===== src/hdl/pcmp_pkg.sv =====
// ----------------------------------------------------------------------------
// pcmp_pkg
// Shared types and constants for the predictor compressor.
// ----------------------------------------------------------------------------
package pcmp_pkg;

    // Bytes per group, one flag bit each
    localparam int GROUP_SIZE     = 8;
    localparam int GRP_POS_W      = $clog2(GROUP_SIZE);
    localparam int GRP_CNT_W      = GRP_POS_W + 1;
    // Default width of the history hash and guess table index
    localparam int TABLE_BITS_DEF = 16;

    // Input word
    typedef struct packed {
        logic [7:0] data_byte;
        logic       frame_last;
    } t_in;

    // Output word
    typedef struct packed {
        logic [7:0] out_byte;
        logic       is_flag;
        logic       group_end;
        logic       frame_end;
    } t_out;

    // Closed group handed from the collector to the emitter
    typedef struct packed {
        logic [GROUP_SIZE-1:0]      flags;
        logic [GROUP_SIZE-1:0][7:0] lits;
        logic [GRP_CNT_W-1:0]       lit_cnt;
        logic                       frame_end;
    } t_group;

endpackage


===== src/hdl/pcmp_group.sv =====
// ----------------------------------------------------------------------------
// pcmp_group
// Collects flag bits and missed literals of the open group and hands the
// group over when it closes.
// ----------------------------------------------------------------------------
module pcmp_group (
    input  logic                  i_clk,
    input  logic                  i_rst_n,
    input  logic                  i_acc,
    input  pcmp_pkg::t_in         i_in,
    input  logic                  i_hit,
    output logic                  o_close,
    output logic                  o_load,
    output pcmp_pkg::t_group      o_grp
);

    logic [pcmp_pkg::GROUP_SIZE-1:0]      r_flags;
    logic [pcmp_pkg::GROUP_SIZE-1:0][7:0] r_lits;
    logic [pcmp_pkg::GRP_POS_W-1:0]       r_cnt;
    logic [pcmp_pkg::GRP_CNT_W-1:0]       r_lit_cnt;

    logic [pcmp_pkg::GROUP_SIZE-1:0]      n_flags;
    logic [pcmp_pkg::GROUP_SIZE-1:0][7:0] n_lits;
    logic [pcmp_pkg::GRP_CNT_W-1:0]       n_lit_cnt;

    // Close on a full group or on the frame's last byte
    assign o_close = (r_cnt == pcmp_pkg::GRP_POS_W'(pcmp_pkg::GROUP_SIZE - 1))
                   || i_in.frame_last;
    assign o_load  = i_acc && o_close;

    // Fold the current byte into the group
    always_comb begin
        n_flags   = r_flags;
        n_lits    = r_lits;
        n_lit_cnt = r_lit_cnt;
        if (i_hit) begin
            n_flags[r_cnt] = 1'b1;
        end else begin
            n_lits[r_lit_cnt[pcmp_pkg::GRP_POS_W-1:0]] = i_in.data_byte;
            n_lit_cnt = r_lit_cnt + 1'b1;
        end
    end

    assign o_grp.flags     = n_flags;
    assign o_grp.lits      = n_lits;
    assign o_grp.lit_cnt   = n_lit_cnt;
    assign o_grp.frame_end = i_in.frame_last;

    // Literal storage
    always_ff @(posedge i_clk) begin
        if (i_acc) begin
            r_lits <= n_lits;
        end
    end

    // Advance the group, restart it on close
    always_ff @(posedge i_clk) begin
        if (!i_rst_n) begin
            r_flags   <= '0;
            r_cnt     <= '0;
            r_lit_cnt <= '0;
        end else if (i_acc) begin
            if (o_close) begin
                r_flags   <= '0;
                r_cnt     <= '0;
                r_lit_cnt <= '0;
            end else begin
                r_flags   <= n_flags;
                r_cnt     <= r_cnt + 1'b1;
                r_lit_cnt <= n_lit_cnt;
            end
        end
    end

endmodule


===== config.mk =====
export PLATFORM = sky130hd
export DESIGN_NAME = pcmp_group
export DESIGN_NICKNAME = d
export VERILOG_FILES = /design/src/hdl/pcmp_pkg.sv /design/src/hdl/pcmp_group.sv
export SDC_FILE = /design/constraint.sdc
export NUM_CORES = 1
export LEC_CHECK = 0
export BUFFER_PORTS_ARGS = -buffer_cell sky130_fd_sc_hd__buf_2
export CAP_MARGIN = 20
export CORE_ASPECT_RATIO = 1.4
export CORE_MARGIN = 8
export CORE_UTILIZATION = 51
export DETAILED_ROUTE_END_ITERATION = 7
export GPL_TIMING_DRIVEN = 0
export PLACE_DENSITY = 0.86
export SYNTH_ARGS = -nofsm -noshare
export SYNTH_HDL_FRONTEND = slang
export SYNTH_SLANG_ARGS = --single-unit

===== constraint.sdc =====
create_clock -name i_clk -period 5.17 [get_ports i_clk]
set_clock_uncertainty 0.2 [all_clocks]
set_input_delay 0.7755 -clock i_clk [delete_from_list [all_inputs] [get_ports i_clk]]
set_output_delay 0.7755 -clock i_clk [all_outputs]
set_load 0.02 [all_outputs]

Word-level counts from Yosys, hierarchy flattened
Cells that the tools add are included.
Word-level totals
  bits of input ports: 13
  register bits: 79
  output and inout bits: 79
Cells by class
  bitwise gates (word level): 1
  reductions and logical operators: 4
  multiplexer cells: 11
  order comparisons: 4
  add/subtract/negate cells: 2
  equality and inequality tests: 1
Operators with widths (number)
  $bwmux W64: 1
  $mux W64: 1
  $demux W8 S3: 1
  $mux W8: 3
  $lt A3 B4 Y1 const B: 2
  $mux W4: 2
  $or A8 B8 Y8: 1
  $ge A3 B1 Y1 const B: 2
  $add A4 B1 Y4 const B: 1
  $add A3 B1 Y3 const B: 1
  $demux W1 S3: 1
  $eq A3 B3 Y1 const B: 1
  $logic_and A1 B1 Y1: 3
  $mux W3: 1
  $logic_or A1 B1 Y1: 1
  $mux W1: 1

Longest topological paths before layout
Gate-level depths: netlist of run 1.
  depth in word-level cells: 7
  depth in mapped cells: 5
  depth with buffers taken out: 5

Worst setup path before layout of run 1
OpenSTA, ideal clock, no wires.
  path type: input-to-output
  from: input port i_hit
  to: output port o_grp[29] in the netlist's numbering
  arrival: 1.819 ns
  stages on the path: 4
  path slack: 2.375 ns
  buffers on the path: 2
  cells stage by stage: buf_6 buf_2 nor3_4 mux2_2
RTL lines
  start, declared: line pcmp_group.sv:11  | input logic i_hit,
  end, declared: line pcmp_group.sv:14  | output pcmp_pkg::t_group o_grp

==> results list, run 1 <==
* Min Tclk post-route: 3.200 ns
- Max Slew Vio Count: 0
- Net count after synthesis: approximately 250
* Average wire per cell in the routed design: 19.01 um
* Number of nets with antenna violations after detailed routing: 0
* Number of library cell types mapped by synthesis: 32
* Final design instance area without fill: about 4400 um2
- Outcome: complete, no violations
- N_diodes: 0
- Largest net degree at the start of global routing: 37
- Area occupied by multi-input gates: around 1300 um2
- The Yosys step of the flow raised 0 warnings.
- Vias in the first global route: approximately 2,400
* Leading cell type by number of instances after synthesis: sky130_fd_sc_hd__mux2_2
* CTS Buf Count: 9
- Cell at the root of the clock tree: sky130_fd_sc_hd__clkbuf_8
- Placed Area: 4190 um2
- Hold Fails Final Rpt: 0
- Largest buffer count on any clock path: 2
- Across every metal layer, demand over resource in global routing totals 0.1718.
- Total setup buffers inserted after CTS: 0
- Summed over all layers, the routed wires come to a little over 8 mm.
- Post-CTS repair changed the size of 0 cells.
- The tool flagged a number of max-cap violations equal to 0.
- Along the worst path, the maximum fanout reaches 10.
- Number of antenna violations at the first check in global routing: 0
- The commonest cells after synthesis are sky130_fd_sc_hd__mux2_2, sky130_fd_sc_hd__edfxtp_1, sky130_fd_sc_hd__dfxtp_1, sky130_fd_sc_hd__nor2_1, sky130_fd_sc_hd__a21oi_1.
* Hold buffer count at cts: 0
- Synthesis produced approximately 240 cells.
- By area the synthesized netlist is led by sky130_fd_sc_hd__edfxtp_1, sky130_fd_sc_hd__mux2_2, sky130_fd_sc_hd__dfxtp_1.
- Peak supply drop: a little over 200 uV
- Flops & latches, synth: 79
- Final setup violation count: 0
- Summed over all layers, the global routing overflow is 0.
- Boundary pin count: 92
- For the final routed database, the setup TNS stands at 0 ns.
- From left edge to right edge, the die measures 87.02 um.
- The critical path is of the in -> out type.
* TritonCTS clock tree: built
- The die covers between 10,000 and 15,000 um2.
- Summing all flip-flop and latch instances after layout gives approximately 2200 um2.
- For this configuration, the core starts out at a cell density of 0.5225.
- The average instance in the mapped netlist occupies around 15 um2.
- Area share of the largest cell type after synthesis: 0.5337
- Power density relative to cell area: around 320 nW/um2
* Leakage power: 1.750 nW
* Core area: between 6000 and 7000 um2
- STA puts the critical path data required time at 4.19 ns.
* Slew at the pin with the worst max-slew slack: between 0.8 and 0.9 ns
* Number of remaining DRC errors: 0
- The detailed router finished its first iteration with 110 violations.
- Critical Path Source Type: primary input
* Clock latency on the worst-skew pair: between 0.3 and 0.4 ns
- The final layout contains 353 nets.
* Number of H-tree branching levels: 3
- Fill cells in the final layout number around 540.
- Final Core Density: 0.6391
- First-pass GRT wire length: about 13 mm
- STA classifies the critical path endpoint as an output pin.
- For this block, the via count after detailed routing is between 2,000 and 2,500.
- Height of the die: 115.4 um
- sky130_fd_sc_hd__edfxtp_1 takes more of the synthesized area than any other cell.
- Arrival time of data at the critical path endpoint: between 2 and 2.5 ns
* Via density per instance: roughly 5.3
- Clock-pin slew was measured on the worst setup and hold paths at approximately 0.070 ns.
- Number of rows in the core area: 36
- Layout area overhead: 22.31%
* Most frequently used flop master after synthesis: sky130_fd_sc_hd__edfxtp_1
* Count of flip-flops with a built-in enable after synthesis: 64
- Unrepaired setup endpoints after global routing: false
- Timing would allow up to about 0.31 GHz.
- Final HPWL from detailed placement: around 6.0 mm
- The share of the Yosys chip area taken by registers is 0.6171.
* Layout cell share with drive strength beyond 1: 0.5585
* Kind of path behind the tightest hold check: reg -> reg
- In this run the cell area of the synthesized design comes to 3601 um2.
* Port buffer count: 90
- Tightest slew margin relative to the limit: 0.4462
- Routability cong.: a little over 0.8
- The first detailed-routing pass took 4 iterations.
- Post-route fraction of the period consumed by the critical path: 0.6190
* Asr flop ratio synth: 0
* Total number of clock tree sinks: ~80
[metrics by stage]
stage / power, mW / setup slack, ns / hold WS [ns] / cells
after detailed placement: 0.9234 / 1.948 / 0.2705 / 421
final: 1.407 / 1.970 / 0.2842 / 437
after global placement: 0.9154 / 1.634 / 0.2492 / 420
after CTS: 1.414 / 1.947 / 0.2883 / 437
after floorplan: 0.8506 / 2.375 / 0.2378 / 235
after global routing: 1.457 / 1.895 / 0.3170 / 437
[registers in the layout (all words and copies together) (netlist names)]
name and cells:
r_lits 64, r_cnt 3, r_lit_cnt 4, r_flags 8
[critical path, stage by stage]
cell	delay, ns
sky130_fd_sc_hd__buf_6	0.12
sky130_fd_sc_hd__buf_2	0.20
sky130_fd_sc_hd__nor3_4	0.53
sky130_fd_sc_hd__mux2_2	0.42
sky130_fd_sc_hd__buf_2	0.17
[logic make-up after synthesis]
| logic type | count (synthesis) | share of synthesized area |
|---|---|---|
| DFF | 79 | 0.6171 |
| muxes | 66 | 0.2060 |
| and+or+nand+nor | 47 | 0.09347 |
| AOI/OAI and AO/OA | 23 | 0.04204 |
| buffers and inverters | 14 | 0.02362 |
| xor gates and xnor gates | 3 | 0.007298 |
| adders and majority gates | 3 | 0.01043 |
[final timing paths]
check                       startpoint                       to  slack [ns]  cells after the start
max                              i_hit                o_grp[31]        1.97                      5
min            r_flags[7]$_SDFFE_PN0P_  r_flags[7]$_SDFFE_PN0P_        0.28                      2
max reg2reg  r_lit_cnt[1]$_SDFFE_PN0P_      r_lits[3]$_DFFE_PP_        3.11                      3
min reg2reg    r_flags[7]$_SDFFE_PN0P_  r_flags[7]$_SDFFE_PN0P_        0.28                      2
[routing by layer]
layer  GRT usage  up-vias  routed length, um
met5           0        -                  0
met4     0.06228        0                115
met3     0.05039        9                429
met2      0.2984       54               4407
met1      0.1941     1158               3356
li1            -     1093                  -
[cell type report]
class                   count  share of cell area
inverters                   3            0.002557
clock inverters             5             0.01875
well taps                  95             0.02699
multi-input cells         142              0.2938
flip-flops and latches     79              0.5045
clock buffers              11             0.02983
repair buffers             91              0.1068
plain buffers              11             0.01676
[layout by cell type, fill, tap and decap left out, types with 5 or more instances in the layout]
cell                        n
sky130_fd_sc_hd__edfxtp_1  64
sky130_fd_sc_hd__dfxtp_1   15
sky130_fd_sc_hd__nor2_1    12
sky130_fd_sc_hd__clkbuf_8   9
sky130_fd_sc_hd__nand3_1    5
sky130_fd_sc_hd__mux2_2    65
sky130_fd_sc_hd__nand2b_1   7
sky130_fd_sc_hd__buf_2     92
sky130_fd_sc_hd__nor2b_1    5
sky130_fd_sc_hd__clkbuf_1   6
sky130_fd_sc_hd__a21oi_1   10
[power breakdown]
group	switching [mW]	leakage, nW	internal, mW
sequential	0.00834	0.748	0.724
clock	0.227	0.107	0.273
combinational	0.112	0.894	0.0625
total	0.347	1.75	1.06
Power figures use the tool's default switching activity.
==> run 2: changes to the inputs <==
- ABC_AREA: unset -> 1
- CORE_UTILIZATION: 51 -> 47
- PLACE_DENSITY: 0.86 -> 0.84
- clock period: 5.17 -> 2.9 ns (I/O delays scaled with it)
==> results list, run 2 <==
- Tot Pwr: 2.272 mW (+62%)
- The clock sink count is 79 (unchanged).
* Pre-antenna DRT Iters: 4 (unchanged)
- Routability cong.: 0.8155 (+0.94%)
- F_max: about 0.38 GHz
- The critical path's largest stage delay came to 0.41 ns (-0.12 ns).
* Total grt overflow: 0 (unchanged)
- Critical Path End Type: output pin
- Most common library cell in the layout ignoring fill and taps: sky130_fd_sc_hd__buf_2
* Die width: 89.09 um (+2.4%)
* DRT iter0 DRCs: 231 (+110%)
- Critical Setup Path Class: in -> out
- Post-route fraction of the period consumed by the critical path: 0.9102
* Cell with the most instances on the worst path: sky130_fd_sc_hd__buf_2
- Peak supply drop: 377.5 uV (+81%)
- The number of failing hold endpoints at the final stage is 0 (unchanged).
- The number of top-level pins came to 92 (unchanged).
- Compared with the post-synthesis result, the final layout area differs by 21.15%.
* Critical Path Source Type: primary input
- Number of antenna violations at the first check in global routing: 0 (unchanged)
* Unrepaired setup endpoints after global routing: false
* Arrival time of data at the critical path endpoint: 2.00 ns (-0.22 ns)
- Cell at the root of the clock tree: sky130_fd_sc_hd__clkbuf_8
- The slowest stage of the critical path belongs to the cell sky130_fd_sc_hd__buf_2.
* Area share of the largest cell type after synthesis: 0.5468 (+0.01311)
- Most frequently used flop master after synthesis: sky130_fd_sc_hd__edfxtp_1
- The fraction of final layout cells sized beyond drive strength 1 was 0.3196 (-0.2388).
- The remaining routing DRC violations was 0 (unchanged).
- Number of cells upsized or downsized after cts: 0 (unchanged)
* Via density per instance: 5.088 (-3.9%)
- The count of mapped cells out of synthesis came to 331 (+41%).
- The number of setup buffers added after CTS is 0 (unchanged).
- Among all cell types in the netlist, the one instantiated most often is sky130_fd_sc_hd__nand2_1.
- The global-route wire length before repair came to 13.39 mm (+3.5%).
- The library cells used most frequently in the layout, excluding fill and tap cells, are sky130_fd_sc_hd__buf_2, sky130_fd_sc_hd__nand2_1, sky130_fd_sc_hd__edfxtp_1.
- The CTS buffer count is 9 (unchanged).
- Asr flop ratio synth: 0 (unchanged)
- The number of storage elements in the synthesis netlist came to 79 (unchanged).
- Number of nets with antenna violations after detailed routing: 0 (unchanged)
- Leading post-synthesis cells by instance count: sky130_fd_sc_hd__nand2_1, sky130_fd_sc_hd__edfxtp_1, sky130_fd_sc_hd__o21ai_1, sky130_fd_sc_hd__inv_1
- TritonCTS built the clock tree.
* Clock latency on the worst-skew pair: 0.35 ns (about the same)
- Area occupied by multi-input gates: 1067 um2 (-18%)
- The post-detailed-placement half-perimeter wirelength is 6.182 mm (+3.7%).
- The clock-pin slew on the worst setup and hold paths was 0.07 ns (about the same).
- Outcome: complete, no violations
- Kind of path behind the tightest hold check: in -> reg
* Hold buffer count at cts: 0 (unchanged)
* Max FFs per register: 64 (unchanged)
* N_diodes: 0 (unchanged)
- Count of flip-flops with a built-in enable after synthesis: 64 (unchanged)
- The worst slew margin relative to its limit is 0.6589 (+0.2128).
- Number of warnings reported in the yosys synthesis log: 0 (unchanged)
* Registers with the most flip-flops: r_lits x64, r_flags x8, r_lit_cnt x4
* Largest buffer count on any clock path: 2 (unchanged)
- Die area: 10,540 um2 (+5.0%)
* Number of rows in the core area: 37 (+2.8%)
- The max-slew violation count came to 0 (unchanged).
* Register name with the most flops: r_lits
- The distinct cell type count of the synthesized netlist came to 23 (-28%).
- The leakage dissipation is 1.991 nW (+14%).
- Height of the die: 118.3 um (+2.5%)
- The number of global-route vias before repair is 2,698 (+11%).
- Worst-path maximum fanout: 45 (+35)
- The ratio of total power to cell area came to 533.6 nW/um2 (+67%).
* CP Data Required Time: 2.27 ns (-1.92 ns)
* Slew at the pin with the worst max-slew slack: 0.5116 ns (-0.3191 ns)
- Initial core utilization: 0.4805 (-0.04201)
- Min Tclk post-route: between 2 and 3 ns
* Global-route usage over all layers: 0.1657 (-0.006064)
- The total via count in the routed design is 2,722 (+18%).
- Fin nets: 450 (+27%)
- The wire length per cell was 15.72 um (-17%).
- Fill cells: 659 (+23%)
- The number of violations of the max-capacitance limit is 0 (unchanged).
- Total standard cell area after synthesis: 3515 um2 (-2.4%)
- Net count after synthesis: 347 (+38%)
* Total Routed Length: 8.409 mm (+1.2%)
- Largest net degree at the start of global routing: 46 (+24%)
- Critical-path cell list: buf_2, buf_12, clkbuf_1, nand2_1, clkinv_1, buf_2
* Footprint of the flip-flops and latches: 2222 um2 (unchanged)
- Most area-consuming cells after synthesis: sky130_fd_sc_hd__edfxtp_1, sky130_fd_sc_hd__nand2_1, sky130_fd_sc_hd__dfxtp_1
- The largest total area in the synthesized netlist belongs to sky130_fd_sc_hd__edfxtp_1.
- Final setup violation count: 0 (unchanged)
* Sequential-to-total area share from yosys stat: 0.6323 (+0.01516)
- The end-of-flow core utilization was 0.5821 (-0.05696).
- Core area: 7315 um2 (+6.1%)
- Number of H-tree branching levels: 3 (unchanged)
- Mean Syn Cell Area: 10.62 um2 (-31%)
- Port buffer count: 91 (+1.1%)
run 2: final timing paths:
check                                               start  slack [ns]  cells after the start                        end
worst max register to register      r_cnt[1]$_SDFFE_PN0P_        1.17                      7  r_lit_cnt[0]$_SDFFE_PN0P_
worst min register to register  r_lit_cnt[3]$_SDFFE_PN0P_        0.29                      2  r_lit_cnt[3]$_SDFFE_PN0P_
worst min-delay path                              i_rst_n        0.22                      3    r_flags[2]$_SDFFE_PN0P_
worst max-delay path                                i_acc        0.26                      6                     o_load
run 2: metal layers:
layer	vias to the layer above	wire, um	share of wire	global-route usage
li1	1344	-	-	-
met1	1259	3331	0.40	0.1897
met2	100	4268	0.51	0.2740
met3	19	592	0.070	0.04300
met4	0	217	0.026	0.08359
met5	-	0	0	0
run 2: area by class of cell:
class	instances	share of cell area
Sequential cell	79	0.5219
Multi-Input combinational cell	209	0.2507
Timing Repair Buffer	92	0.1117
Clock buffer	12	0.03174
Inverter	33	0.02909
Tap cell	97	0.02850
Buffer	10	0.02380
Clock inverter	3	0.002645
run 2: power by group:
| group | internal [mW] | leakage, nW | switching (mW) | total (mW) |
|---|---|---|---|---|
| clock | 0.299 | 0.0730 | 0.355 | 0.653 |
| sequential | 1.29 | 0.749 | 0.0170 | 1.31 |
| combinational | 0.0892 | 1.17 | 0.220 | 0.310 |
| total | 1.68 | 1.99 | 0.592 | 2.27 |
run 2: kinds of logic after synthesis:
kind of cell | after synthesis | synth area share
AND/OR/NAND/NOR | 117 | 0.1517
AO/OA/AOI/OAI | 89 | 0.1413
flip-flops | 79 | 0.6323
buffers and inverters | 43 | 0.06408
adder cells (fa/ha/maj) | 3 | 0.01068
run 2: through the flow:
stage | hold WS [ns] | instance area [um2] | instances | setup WS, ns | setup TNS, ns
finish | 0.2157 | 4258 | 535 | 0.2603 | 0
global placement | 0.2684 | 4091 | 519 | -0.04485 | -0.04485
CTS | 0.1909 | 4258 | 535 | 0.2456 | 0
floorplan | 0.2584 | 3515 | 331 | 0.8174 | 0
global route | 0.2079 | 4258 | 535 | 0.1234 | 0
detailed placement | 0.2829 | 4111 | 520 | 0.2428 | 0
run 2: worst max-delay path: cells and delay by family:
family / cells / cell delay, ns
AND/OR/NAND/NOR: 1 / 0.10
buffers and inverters: 5 / 1.43
