File: src/hdl/pcmp_pkg.sv
// ----------------------------------------------------------------------------
// pcmp_pkg
// Shared types and constants for the predictor compressor.
// ----------------------------------------------------------------------------
package pcmp_pkg;

    // Bytes per group, one flag bit each
    localparam int GROUP_SIZE     = 8;
    localparam int GRP_POS_W      = $clog2(GROUP_SIZE);
    localparam int GRP_CNT_W      = GRP_POS_W + 1;
    // Default width of the history hash and guess table index
    localparam int TABLE_BITS_DEF = 16;

    // Input word
    typedef struct packed {
        logic [7:0] data_byte;
        logic       frame_last;
    } t_in;

    // Output word
    typedef struct packed {
        logic [7:0] out_byte;
        logic       is_flag;
        logic       group_end;
        logic       frame_end;
    } t_out;

    // Closed group handed from the collector to the emitter
    typedef struct packed {
        logic [GROUP_SIZE-1:0]      flags;
        logic [GROUP_SIZE-1:0][7:0] lits;
        logic [GRP_CNT_W-1:0]       lit_cnt;
        logic                       frame_end;
    } t_group;

endpackage

File: src/hdl/pcmp_emit.sv
// ----------------------------------------------------------------------------
// pcmp_emit
// Holds one closed group and sends its flag byte and literals, one word
// per cycle while the output is taken, through the output register.
// ----------------------------------------------------------------------------
module pcmp_emit (
    input  logic                  i_clk,
    input  logic                  i_rst_n,
    input  logic                  i_load,
    input  pcmp_pkg::t_group      i_grp,
    output logic                  o_free,
    output logic                  o_out_valid,
    input  logic                  i_out_ready,
    output pcmp_pkg::t_out        o_out_data
);

    pcmp_pkg::t_group                 r_grp;
    logic                             r_busy;
    logic [pcmp_pkg::GRP_CNT_W-1:0]   r_idx;
    logic                             r_out_valid;
    pcmp_pkg::t_out                   r_out_data;

    pcmp_pkg::t_out                   n_word;
    logic                             adv;
    logic                             last_word;
    logic [pcmp_pkg::GRP_POS_W-1:0]   lit_sel;

    assign o_free      = !r_busy;
    assign o_out_valid = r_out_valid;
    assign o_out_data  = r_out_data;

    // Index zero is the flag byte, then literals in arrival order
    assign last_word = (r_idx == r_grp.lit_cnt);
    assign lit_sel   = pcmp_pkg::GRP_POS_W'(r_idx - 1'b1);
    assign adv       = r_busy && (!r_out_valid || i_out_ready);

    always_comb begin
        n_word.out_byte  = (r_idx == '0) ? r_grp.flags : r_grp.lits[lit_sel];
        n_word.is_flag   = (r_idx == '0);
        n_word.group_end = last_word;
        n_word.frame_end = last_word && r_grp.frame_end;
    end

    // Group bank and output payload
    always_ff @(posedge i_clk) begin
        if (i_load) begin
            r_grp <= i_grp;
        end
        if (adv) begin
            r_out_data <= n_word;
        end
    end

    // Walk the group, hold the output word until taken
    always_ff @(posedge i_clk) begin
        if (!i_rst_n) begin
            r_busy      <= 1'b0;
            r_idx       <= '0;
            r_out_valid <= 1'b0;
        end else begin
            if (i_load) begin
                r_busy <= 1'b1;
                r_idx  <= '0;
            end else if (adv) begin
                if (last_word) begin
                    r_busy <= 1'b0;
                end else begin
                    r_idx <= r_idx + 1'b1;
                end
            end
            if (adv) begin
                r_out_valid <= 1'b1;
            end else if (i_out_ready) begin
                r_out_valid <= 1'b0;
            end
        end
    end

endmodule

File: config.mk
export PLATFORM = sky130hd
export DESIGN_NAME = pcmp_emit
export DESIGN_NICKNAME = d
export VERILOG_FILES = /design/src/hdl/pcmp_pkg.sv /design/src/hdl/pcmp_emit.sv
export SDC_FILE = /design/constraint.sdc
export NUM_CORES = 1
export LEC_CHECK = 0
export BUFFER_PORTS_ARGS = -buffer_cell sky130_fd_sc_hd__buf_2
export CORE_MARGIN = 1.5
export CORE_UTILIZATION = 35
export CTS_BUF_LIST = sky130_fd_sc_hd__clkbuf_16
export CTS_CLUSTER_DIAMETER = 150
export DETAILED_ROUTE_END_ITERATION = 10
export SYNTH_ARGS = -nofsm -noshare
export SYNTH_HDL_FRONTEND = slang
export SYNTH_SLANG_ARGS = --single-unit
File: constraint.sdc
create_clock -name i_clk -period 2.9 [get_ports i_clk]
set_input_delay 0.58 -clock i_clk [delete_from_list [all_inputs] [get_ports i_clk]]
set_output_delay 0.58 -clock i_clk [all_outputs]
set_load 0.01 [all_outputs]
* Word level (Yosys, flattened, before mapping) *
Index checks and enable logic that the tools add are counted.

storage, ports and cells
  register bits after elaboration = 94
  input bits = 81
  output and inout bits = 13

cells by class
  $add $sub $neg = 2
  mux-type cells = 8
  reduce and logical (&&, ||, !) cells = 12
  equal/unequal tests = 1
  bitwise operators = 2
  $lt $le $gt $ge = 1

operators by type and width
  kind                   number
  $bmux W8 S3            1
  $mux W8                2
  $reduce_bool A2 Y1     3
  $mux W1                5
  $add A4 B1 Y4 const B  1
  $eq A4 B4 Y1           1
  $logic_not A4 Y1       1
  $lt A3 B4 Y1 const B   1
  $reduce_and A2 Y1      2
  $sub A3 B1 Y3 const B  1
  $logic_and A1 B1 Y1    2
  $logic_not A1 Y1       2
  $not A1 Y1             2
  $reduce_or A2 Y1       1
  $logic_or A1 B1 Y1     1

* Longest topological paths before layout *
Gate-level depths: netlist of the first run.

  depth in word-level cells = 5
  mapped depth = 8

* Worst setup path before layout of the first run *
OpenSTA, ideal clock, no wires.

  path type = reg-to-reg
  start = reg r_idx[0] in the netlist's numbering
  end = reg r_out_data, in the netlist o_out_data[9], data pin
  setup slack = 818 ps
  arrival time = 1827 ps
  setup time = 256 ps
  buffers on the path = 3
  cell stages (with the launch flop) = 9
  cells stage by stage = dfxtp_1 -> buf_2 -> inv_1 -> ha_1 -> buf_2 -> buf_2 -> mux4_2 -> a21oi_1 -> nor3_1

RTL lines
  what                    line             source
  from (decl)             pcmp_emit.sv:19  logic [pcmp_pkg::GRP_CNT_W-1:0] r_idx;
  from (signal assigned)  pcmp_emit.sv:68  r_idx <= r_idx + 1'b1;
  to (signal assigned)    pcmp_emit.sv:50  r_out_data <= n_word;
  to (decl)               pcmp_emit.sv:21  pcmp_pkg::t_out r_out_data;

==> impl_metrics.ini, run 1 <==
[synthesis]
yosys_most_used_dff = edfxtp_1
yosys.cell_types.count = 30
yosysWarnings = 0
yosys-top-cells-area = edfxtp_1 74%, mux4_2 10%, dfxtp_1 3.3%
yosysTopAreaCell = edfxtp_1
synth.top_cell.area_share_pct = 73.6
synth_nets = 275
synth_fa_ha_area_share_pct = 1.05
synth_edf_count = 88
ys_seq_elements = 94
synth_cells = 191
synth_compound_area_share_pct = 4.11
synth.top_cells.by_count = 88 x edfxtp_1, 20 x a21oi_1, 16 x mux4_2, 8 x nor2_1, 8 x nor3_1
synth-simple-area-share_pct = 5.05
async_flop_share_pct = 0
yosysMostFrequentCell = edfxtp_1
synth.mux.area_fraction_pct = 10.0
synth.cell_area_mm2 = 0.00359
avgSynthCellArea_um2 = 18.8
synthXorXnorAreaFrac_pct = 0.976
yosysSeqAreaShare_pct = 77.0
synth_top_family_by_area = multiplexers

[global_route]
grt.total_usage_pct = 13.5
grt_use_met1_pct = 15.5
grt_use_met2_pct = 23.1
gr-usage-met3_pct = 4.26
grt_overflow_total = 0
grt_pass1_wl_mm = 10.7
top_usage_layer = met2
grt_pass1_vias = 2031
grt_antenna_before_repair = 0
grt_max_degree = 52

[floorplanning]
io_pins = 94
core_area_mm2 = 0.00986
die_h_um = 104
rows = 36
die-width_um = 104
die_area_mm2 = 0.0109
start_util_pct = 36.4

[timing]
slew_headroom_pct = 52.3
hold_ws_ps = 407
setup_tns_ps = 0
skew_ps = 6.25
post-route-min-period_ps = 2150
max_freq_ghz = 0.465
period_share_pct = 74.1
slew_violations = 0
setup_viol = 0
hold_viol = 0
rsz0062_at_grt = no
worstMarginPinSlew_ps = 716
layout_setup_ws_ps = 751

[clock_network]
clock_sinks = 94
cts_root_buf = clkbuf_16
postCtsSetupRepairBufs = 0
cts_tree = done
insertion_delay_ps = 340
clkTransAtPathRegs_ps = 70
cts_resized = 0
htree_levels = 3
cts_hold_buf = 0
numCtsBuffers = 9
cts_buffer_depth = 2

[setup_path]
required_ps = 3000
r2r.worst_path.cells = 5
rrSetupSlack_ps = 750
max_stage_delay_ps = 750
slowest_stage = ha_1
worstSetupEndpointType = register
r2r-end = o_out_data[6]
crit_path_cell_trace = inv_1 > ha_1 > mux4_2 > a21oi_1 > nor3_1
setup.worst_path.class = register to register
worstPathMaxFanout = 17
regToRegStartpoint = r_idx[1]
crit_path_end = o_out_data[6]
start_kind = register
cp-startpoint = r_idx[1]
crit_arrival_ps = 2240

[final_layout]
antenna_cells = 0
drive_above_1_share_pct = 43.1
syn_to_final_growth_pct = 25.4
final-instance-count-excl-fill = 428
fin_nets = 374
postLayoutCellArea_mm2 = 0.00450

[power]
vdd_drop_max_mv = 0.388
p_leak_nw = 1.69
power.density_mw_per_mm2 = 663

[routing]
drt_first_pass_iters = 4
ant_nets = 0
wirelength_mm = 6.94
post-route-drc-count = 0
wl_per_cell_um = 16.2
drtIter0Drc = 61
num_vias = 1981
viasPerCell = 4.63

[placement]
numPortBuffers = 93
place_area_mm2 = 0.00421
dp_cells = 412
gp_congestion = 0.733
dp_hpwl_mm = 4.79
preCtsSetupSlack_ps = 719

[status]
status = complete, no violations

[run]
cap_viol_max_count = 0

[min_path]
hp-class = input port to register
## placed cells by master (no fill, tap or decap), types with 2 or more instances in the layout
cell type  synthesis  routed
clkinv_1           0       3
nand3_1            2       2
edfxtp_1          88      88
or3_1              3       3
nand2_1            2       2
inv_1              5       6
mux4_2            16      16
buf_4              1       3
nor2_1             8       8
buf_2              4      92
o21a_1             2       2
nand2b_1           3       3
ha_1               3       3
a21oi_1           20      20
dfxtp_1            6       6
xor2_1             4       4
o21ai_0            3       3
nor3_1             8       8
clkbuf_16          0       9
## worst min-delay path by stage
stage | from | end | slack, ps | cells past startpoint
after floorplan | r_idx[3] | r_idx[3] | 480 | 2
after global placement | r_idx[3] | r_idx[3] | 520 | 2
after detailed placement | r_grp[0] | o_out_data[0] | 520 | 1
after CTS | i_grp[28] | r_grp[28] | 400 | 1
after global routing | i_grp[52] | r_grp[52] | 400 | 1
final | i_grp[28] | r_grp[28] | 410 | 1
## report_power, final
part           internal, W  switching (W)
clock             0.000663       0.000491
sequential         0.00160      0.0000307
combinational     0.000106      0.0000959
## worst max-delay path, delay by kind of cell (launching register included)
| kind | cells | cell delay [ps] |
|---|---|---|
| adder cells (fa/ha/maj) | 1 | 750 |
| multiplexers | 1 | 420 |
| flip-flops | 1 | 390 |
| AO/OA/AOI/OAI | 1 | 170 |
| buffers and inverters | 1 | 80 |
| AND/OR/NAND/NOR | 1 | 80 |
## sequential cells by signal (all words and copies together) (netlist names)
name / cells
o_out_valid: 1
r_idx: 4
r_busy: 1
r_grp: 77
o_out_data: 11
## layout make-up
class / count / area [um^2]
clock inverters: 7 / 65.1
well taps: 133 / 166
inverters: 5 / 18.8
flip-flops and latches: 94 / 2760
multi-input cells: 84 / 762
fillers: 871 / 5360
clock buffers: 9 / 225
repair buffers: 96 / 503
## metal layers
metal  wire [um]  share of wire [%]
met4         148                2.1
met3         345                5.0
met2        3670                 53
met5           0                  0
met1        2780                 40
## logic make-up (layout without fill, tap and decap cells)
| group | after synthesis | count (layout) |
|---|---|---|
| AOI/OAI and AO/OA | 27 | 27 |
| adders and majority gates | 3 | 3 |
| buffers and inverters | 13 | 117 |
| muxes | 16 | 16 |
| DFF | 94 | 94 |
| and+or+nand+nor | 34 | 34 |
| xor gates and xnor gates | 4 | 4 |
## through the flow
stage | util (%) | total power (W)
floorplan | - | 0.00174
CTS | 45.6 | 0.00302
global placement | 42.7 | 0.00186
detailed placement | 42.7 | 0.00187
global route | 45.6 | 0.00309
finish | 45.6 | 0.00298
Note: power is estimated with default switching activity, not from simulation.
==> run 2, diff against run 1 <==
--- a/config.mk
+++ b/config.mk
@@ -5,6 +5,7 @@
 export SDC_FILE = /design/constraint.sdc
 export NUM_CORES = 1
 export LEC_CHECK = 0
+export ABC_AREA = 1
 export BUFFER_PORTS_ARGS = -buffer_cell sky130_fd_sc_hd__buf_2
 export CORE_MARGIN = 1.5
 export CORE_UTILIZATION = 35
==> constraint.sdc (replaced) <==
create_clock -name i_clk -period 2.1 [get_ports i_clk]
set_input_delay 0.42 -clock i_clk [delete_from_list [all_inputs] [get_ports i_clk]]
set_output_delay 0.42 -clock i_clk [all_outputs]
set_load 0.01 [all_outputs]
==> impl_metrics.ini, run 2 <==
[global_route]
grt.total_usage_pct = 15.2
grt_pass1_wl_mm = 12.9
grt_max_degree = 45
grt_antenna_before_repair = 0
grt_overflow_total = 0
grt_pass1_vias = 2578

[setup_path]
r2r-end = o_out_data[4]
max_stage_delay_ps = 390
worstSetupEndpointType = register
regToRegStartpoint = r_idx[1]
worstPathMaxFanout = 15
rrSetupSlack_ps = 330
required_ps = 2190
r2r.worst_path.cells = 8
cp_top_family = flip-flops
start_kind = register
slowest_stage = dfxtp_1
setup.worst_path.class = register to register
crit_path_cell_trace = inv_1 > ha_1 > buf_4 > nor2_1 > o21ai_0 > o211ai_1 > nand3_1 > nand2_1
path_buf_inv = 2
crit_arrival_ps = 1850

[final_layout]
fin_nets = 478
largest_register_ff_count = 77
top_register = r_grp
final_common_cell = buf_2
postLayoutCoreUtil_pct = 45.1
postLayoutCellArea_mm2 = 0.00470
drive_above_1_share_pct = 32.6
final_cell_mix = 92 x buf_2, 88 x edfxtp_1, 58 x nor2_1
syn_to_final_growth_pct = 24.0
antenna_cells = 0
final-instance-count-excl-fill = 535

[synthesis]
synth_edf_count = 88
yosysTopAreaCell = edfxtp_1
synth.top_cells.by_count = 88 x edfxtp_1, 58 x nor2_1, 30 x o21ai_0, 29 x nand2_1, 22 x nand3_1
yosysWarnings = 0
async_flop_share_pct = 0
synth_compound_area_share_pct = 7.17
synth_fa_ha_area_share_pct = 0.991
synthXorXnorAreaFrac_pct = 1.19
avgSynthCellArea_um2 = 12.8
synth.mux.area_fraction_pct = 0
yosysSeqAreaShare_pct = 72.9
synth_top_family_by_area = simple AND/OR/NAND/NOR gates
yosysMostFrequentCell = edfxtp_1
ys_seq_elements = 94
synth.top_cell.area_share_pct = 69.7
synth_cells = 295
yosys-top-cells-area = edfxtp_1 70%, nor2_1 5.7%, o21ai_0 4.0%
synth.cell_area_mm2 = 0.00379
yosys_most_used_dff = edfxtp_1
synth_nets = 379
synth-simple-area-share_pct = 13.9
yosys.cell_types.count = 26

[routing]
drtIter0Drc = 154
wl_per_cell_um = 15.3
num_vias = 2490
post-route-drc-count = 0
viasPerCell = 4.65
wirelength_mm = 8.17
ant_nets = 0
drt_first_pass_iters = 4

[floorplanning]
start_util_pct = 36.4
die_area_mm2 = 0.0115
die-width_um = 107
io_pins = 94
rows = 37
die_h_um = 107
core_area_mm2 = 0.0104

[power]
power.density_mw_per_mm2 = 880
intPower_w = 0.00317
p_comb_share_pct = 8.4
switching_power_w = 0.000967
clock_power_share_pct = 37.1
vdd_drop_max_mv = 0.418
power_frac_seq_pct = 54.4
p_sw_share_pct = 23.4
p_leak_nw = 1.88

[timing]
post-route-min-period_ps = 1770
slew_violations = 0
setup_viol = 0
layout_setup_ws_ps = 333
rsz0062_at_grt = no
max_freq_ghz = 0.566
worstMarginPinSlew_ps = 577
hold_viol = 0
slew_headroom_pct = 61.4
skew_ps = 8.86
setup_tns_ps = 0
period_share_pct = 84.1

[placement]
dp_cells = 519
gp_congestion = 0.789
preCtsSetupSlack_ps = 374
dp_hpwl_mm = 5.86
numPortBuffers = 93
place_area_mm2 = 0.00441

[clock_network]
clock_sinks = 94
postCtsSetupRepairBufs = 0
cts_tree = done
numCtsBuffers = 9
cts_hold_buf = 0
cts_buffer_depth = 2
clkTransAtPathRegs_ps = 70
cts_root_buf = clkbuf_16
htree_levels = 3
cts_resized = 0
insertion_delay_ps = 340

[min_path]
hp-class = input port to register
min_from = i_grp[17]
whs_path_depth = 1
min_to = r_grp[17]

[status]
status = complete, no violations

[run]
cap_viol_max_count = 0
run 2: how the worst max path moves through the flow:
stage	startpoint	end	cells after the start
final	r_idx[1]	o_out_data[4]	8
after global placement	r_idx[1]	o_out_data[4]	8
after CTS	r_idx[1]	o_out_data[4]	8
after detailed placement	r_idx[1]	o_out_data[4]	8
after floorplan	r_idx[0]	o_out_data[9]	11
after global routing	r_idx[1]	o_out_data[4]	8
run 2: cells by family after synthesis:
group | Yosys count
xor gates and xnor gates | 3
buffers and inverters | 29
and+or+nand+nor | 119
AOI/OAI and AO/OA | 47
DFF | 94
adders and majority gates | 3
run 2: area by class of cell:
type	count	area (um^2)
clock inverter	7	58.8
multi-input combinational	172	882
clock buffer	9	225
fill	974	5720
inverter	18	72.6
tap	136	170
timing repair buffer	99	526
sequential	94	2760
run 2: routing by layer:
layer	vias to the layer above	wire (um)	GRT usage, %
met2	79	4240	26.9
met4	0	85	4.29
met5	-	0	0
met1	1168	3410	18.6
li1	1235	-	-
met3	8	430	3.22
run 2: power groups by stage:
stage	sequential, W	clock, W	combinational [W]
5_1_grt	0.00226	0.00166	0.000395
6_report	0.00225	0.00153	0.000349
2_1_floorplan	0.00228	0	0.000167
3_3_place_gp	0.00229	0	0.000353
4_1_cts	0.00225	0.00157	0.000358
3_5_place_dp	0.00229	0	0.000356
run 2: through the flow:
stage | total power (W) | hold WS [ps]
CTS | 0.00418 | 246
finish | 0.00413 | 253
global route | 0.00431 | 239
global placement | 0.00265 | 448
detailed placement | 0.00265 | 466
floorplan | 0.00245 | 437
run 2: worst register-to-register path, cell delays in order, from the launching register on:
cell and delay (ps):
dfxtp_1 390, inv_1 100, ha_1 320, buf_4 210, nor2_1 70, o21ai_0 110
o211ai_1 160, nand3_1 100, nand2_1 60
==> run 3, diff against run 2 <==
==> constraint.sdc (replaced) <==
create_clock -name i_clk -period 1.7 [get_ports i_clk]
set_input_delay 0.34 -clock i_clk [delete_from_list [all_inputs] [get_ports i_clk]]
set_output_delay 0.34 -clock i_clk [all_outputs]
set_load 0.01 [all_outputs]
==> impl_metrics.ini, run 3 (synthesis results as in run 2) <==
[placement]
place_area_mm2 = 0.00446
numPortBuffers = 93
dp_hpwl_mm = 5.37
gp_congestion = 0.819

[min_path]
min_from = i_grp[34]
hp-class = input port to register

[timing]
hold_viol = 0
slew_headroom_pct = 72.7
skew_ps = 6.06
slew_violations = 0
rsz0062_at_grt = no
max_freq_ghz = 0.621
worstMarginPinSlew_ps = 410
setup_viol = 0
hold_ws_ps = 181
post-route-min-period_ps = 1610
period_share_pct = 94.7

[floorplanning]
rows = 37
die_area_mm2 = 0.0115
die_h_um = 107
io_pins = 94
start_util_pct = 36.4
die-width_um = 107
core_area_mm2 = 0.0104

[clock_network]
numCtsBuffers = 9
clock_sinks = 94
insertion_delay_ps = 330
cts_buffer_depth = 2
cts_tree = done
clkTransAtPathRegs_ps = 70
cts_root_buf = clkbuf_16
htree_levels = 3

[power]
power.density_mw_per_mm2 = 1090
vdd_drop_max_mv = 0.555
p_leak_nw = 1.93

[setup_path]
setup.worst_path.class = register to register
regToRegStartpoint = r_idx[1]
cp-startpoint = r_idx[1]
worstPathMaxFanout = 10
crit_path_cell_trace = inv_1 > ha_4 > buf_4 > o21ai_0 > o211ai_1 > nand3_1 > nand2_1
start_kind = register
crit_arrival_ps = 1810
slowest_stage = dfxtp_1
max_stage_delay_ps = 330
required_ps = 1900
worstSetupEndpointType = register

[final_layout]
top_register = r_grp
antenna_cells = 0
fin_nets = 486
postLayoutCellArea_mm2 = 0.00479
syn_to_final_growth_pct = 26.4
drive_above_1_share_pct = 35.0
final_common_cell = buf_2
final_cell_mix = 92 x buf_2, 88 x edfxtp_1, 58 x nor2_1
largest_register_ff_count = 77

[status]
status = complete, no violations

[global_route]
grt_pass1_wl_mm = 12.3
grt_antenna_before_repair = 0
grt.total_usage_pct = 14.1
grt_pass1_vias = 2537
grt_overflow_total = 0
grt_max_degree = 80

[routing]
drtIter0Drc = 160
wl_per_cell_um = 14.5
ant_nets = 0
drt_first_pass_iters = 4
viasPerCell = 4.61
num_vias = 2500
post-route-drc-count = 0
wirelength_mm = 7.85

[run]
cap_viol_max_count = 0
==> run 3: worst paths after layout <==
kind / end / slack (ps) / cells after the start
max: o_out_data[4] / 90 / 7
min: r_grp[34] / 180 / 1
max reg2reg: o_out_data[4] / 90 / 7
min reg2reg: r_busy / 480 / 2
==> run 3: final cells by class <==
type	instances	area [um^2]
clock buffer	9	225
clock inverter	6	70.1
fill	946	5630
inverter	18	76.3
multi-input combinational	172	898
sequential	94	2760
tap	136	170
timing repair buffer	107	586
==> run 3: critical path, delay by kind of cell, from the launching register on <==
family | cells | cell delay, ps
adder cells (fa/ha/maj) | 1 | 330
flip-flops | 1 | 330
buffers and inverters | 2 | 290
AND/OR/NAND/NOR | 2 | 190
AO/OA/AOI/OAI | 2 | 340
==> run 3: per-stage QoR <==
stage | power (W) | setup WS, ps | cells | util (%) | TNS, ps
final | 0.00521 | 90.0 | 542 | 46.0 | 0
after global routing | 0.00540 | 4.50 | 542 | 46.0 | 0
after CTS | 0.00525 | 12.4 | 538 | 45.6 | 0
after detailed placement | 0.00327 | 22.7 | 523 | 42.8 | 0
after global placement | 0.00326 | 66.8 | 523 | 42.8 | 0
after floorplan | 0.00304 | -1.95 | 295 | - | -1.95
==> run 3: power breakdown <==
group | switching (W) | internal (W) | leakage, nW
sequential | 0.0000567 | 0.00273 | 0.907
clock | 0.000844 | 0.00114 | 0.140
combinational | 0.000251 | 0.000188 | 0.883
total | 0.00115 | 0.00406 | 1.93
==> run 3: repair_timing <==
item,4_1_cts,5_1_grt
hold buffers,0,0
setup endpoints to repair,0,8
resized for setup,0,7
buffers inserted,0,4
hold endpoints to repair,0,0
==> run 3: per-layer routing <==
metal | track usage (%) | vias up | part of all wire [%]
li1 | - | 1246 | -
met1 | 18.7 | 1167 | 45
met2 | 23.3 | 84 | 49
met3 | 3.28 | 3 | 5.6
met4 | 3.81 | 0 | 0.27
met5 | 0 | - | 0
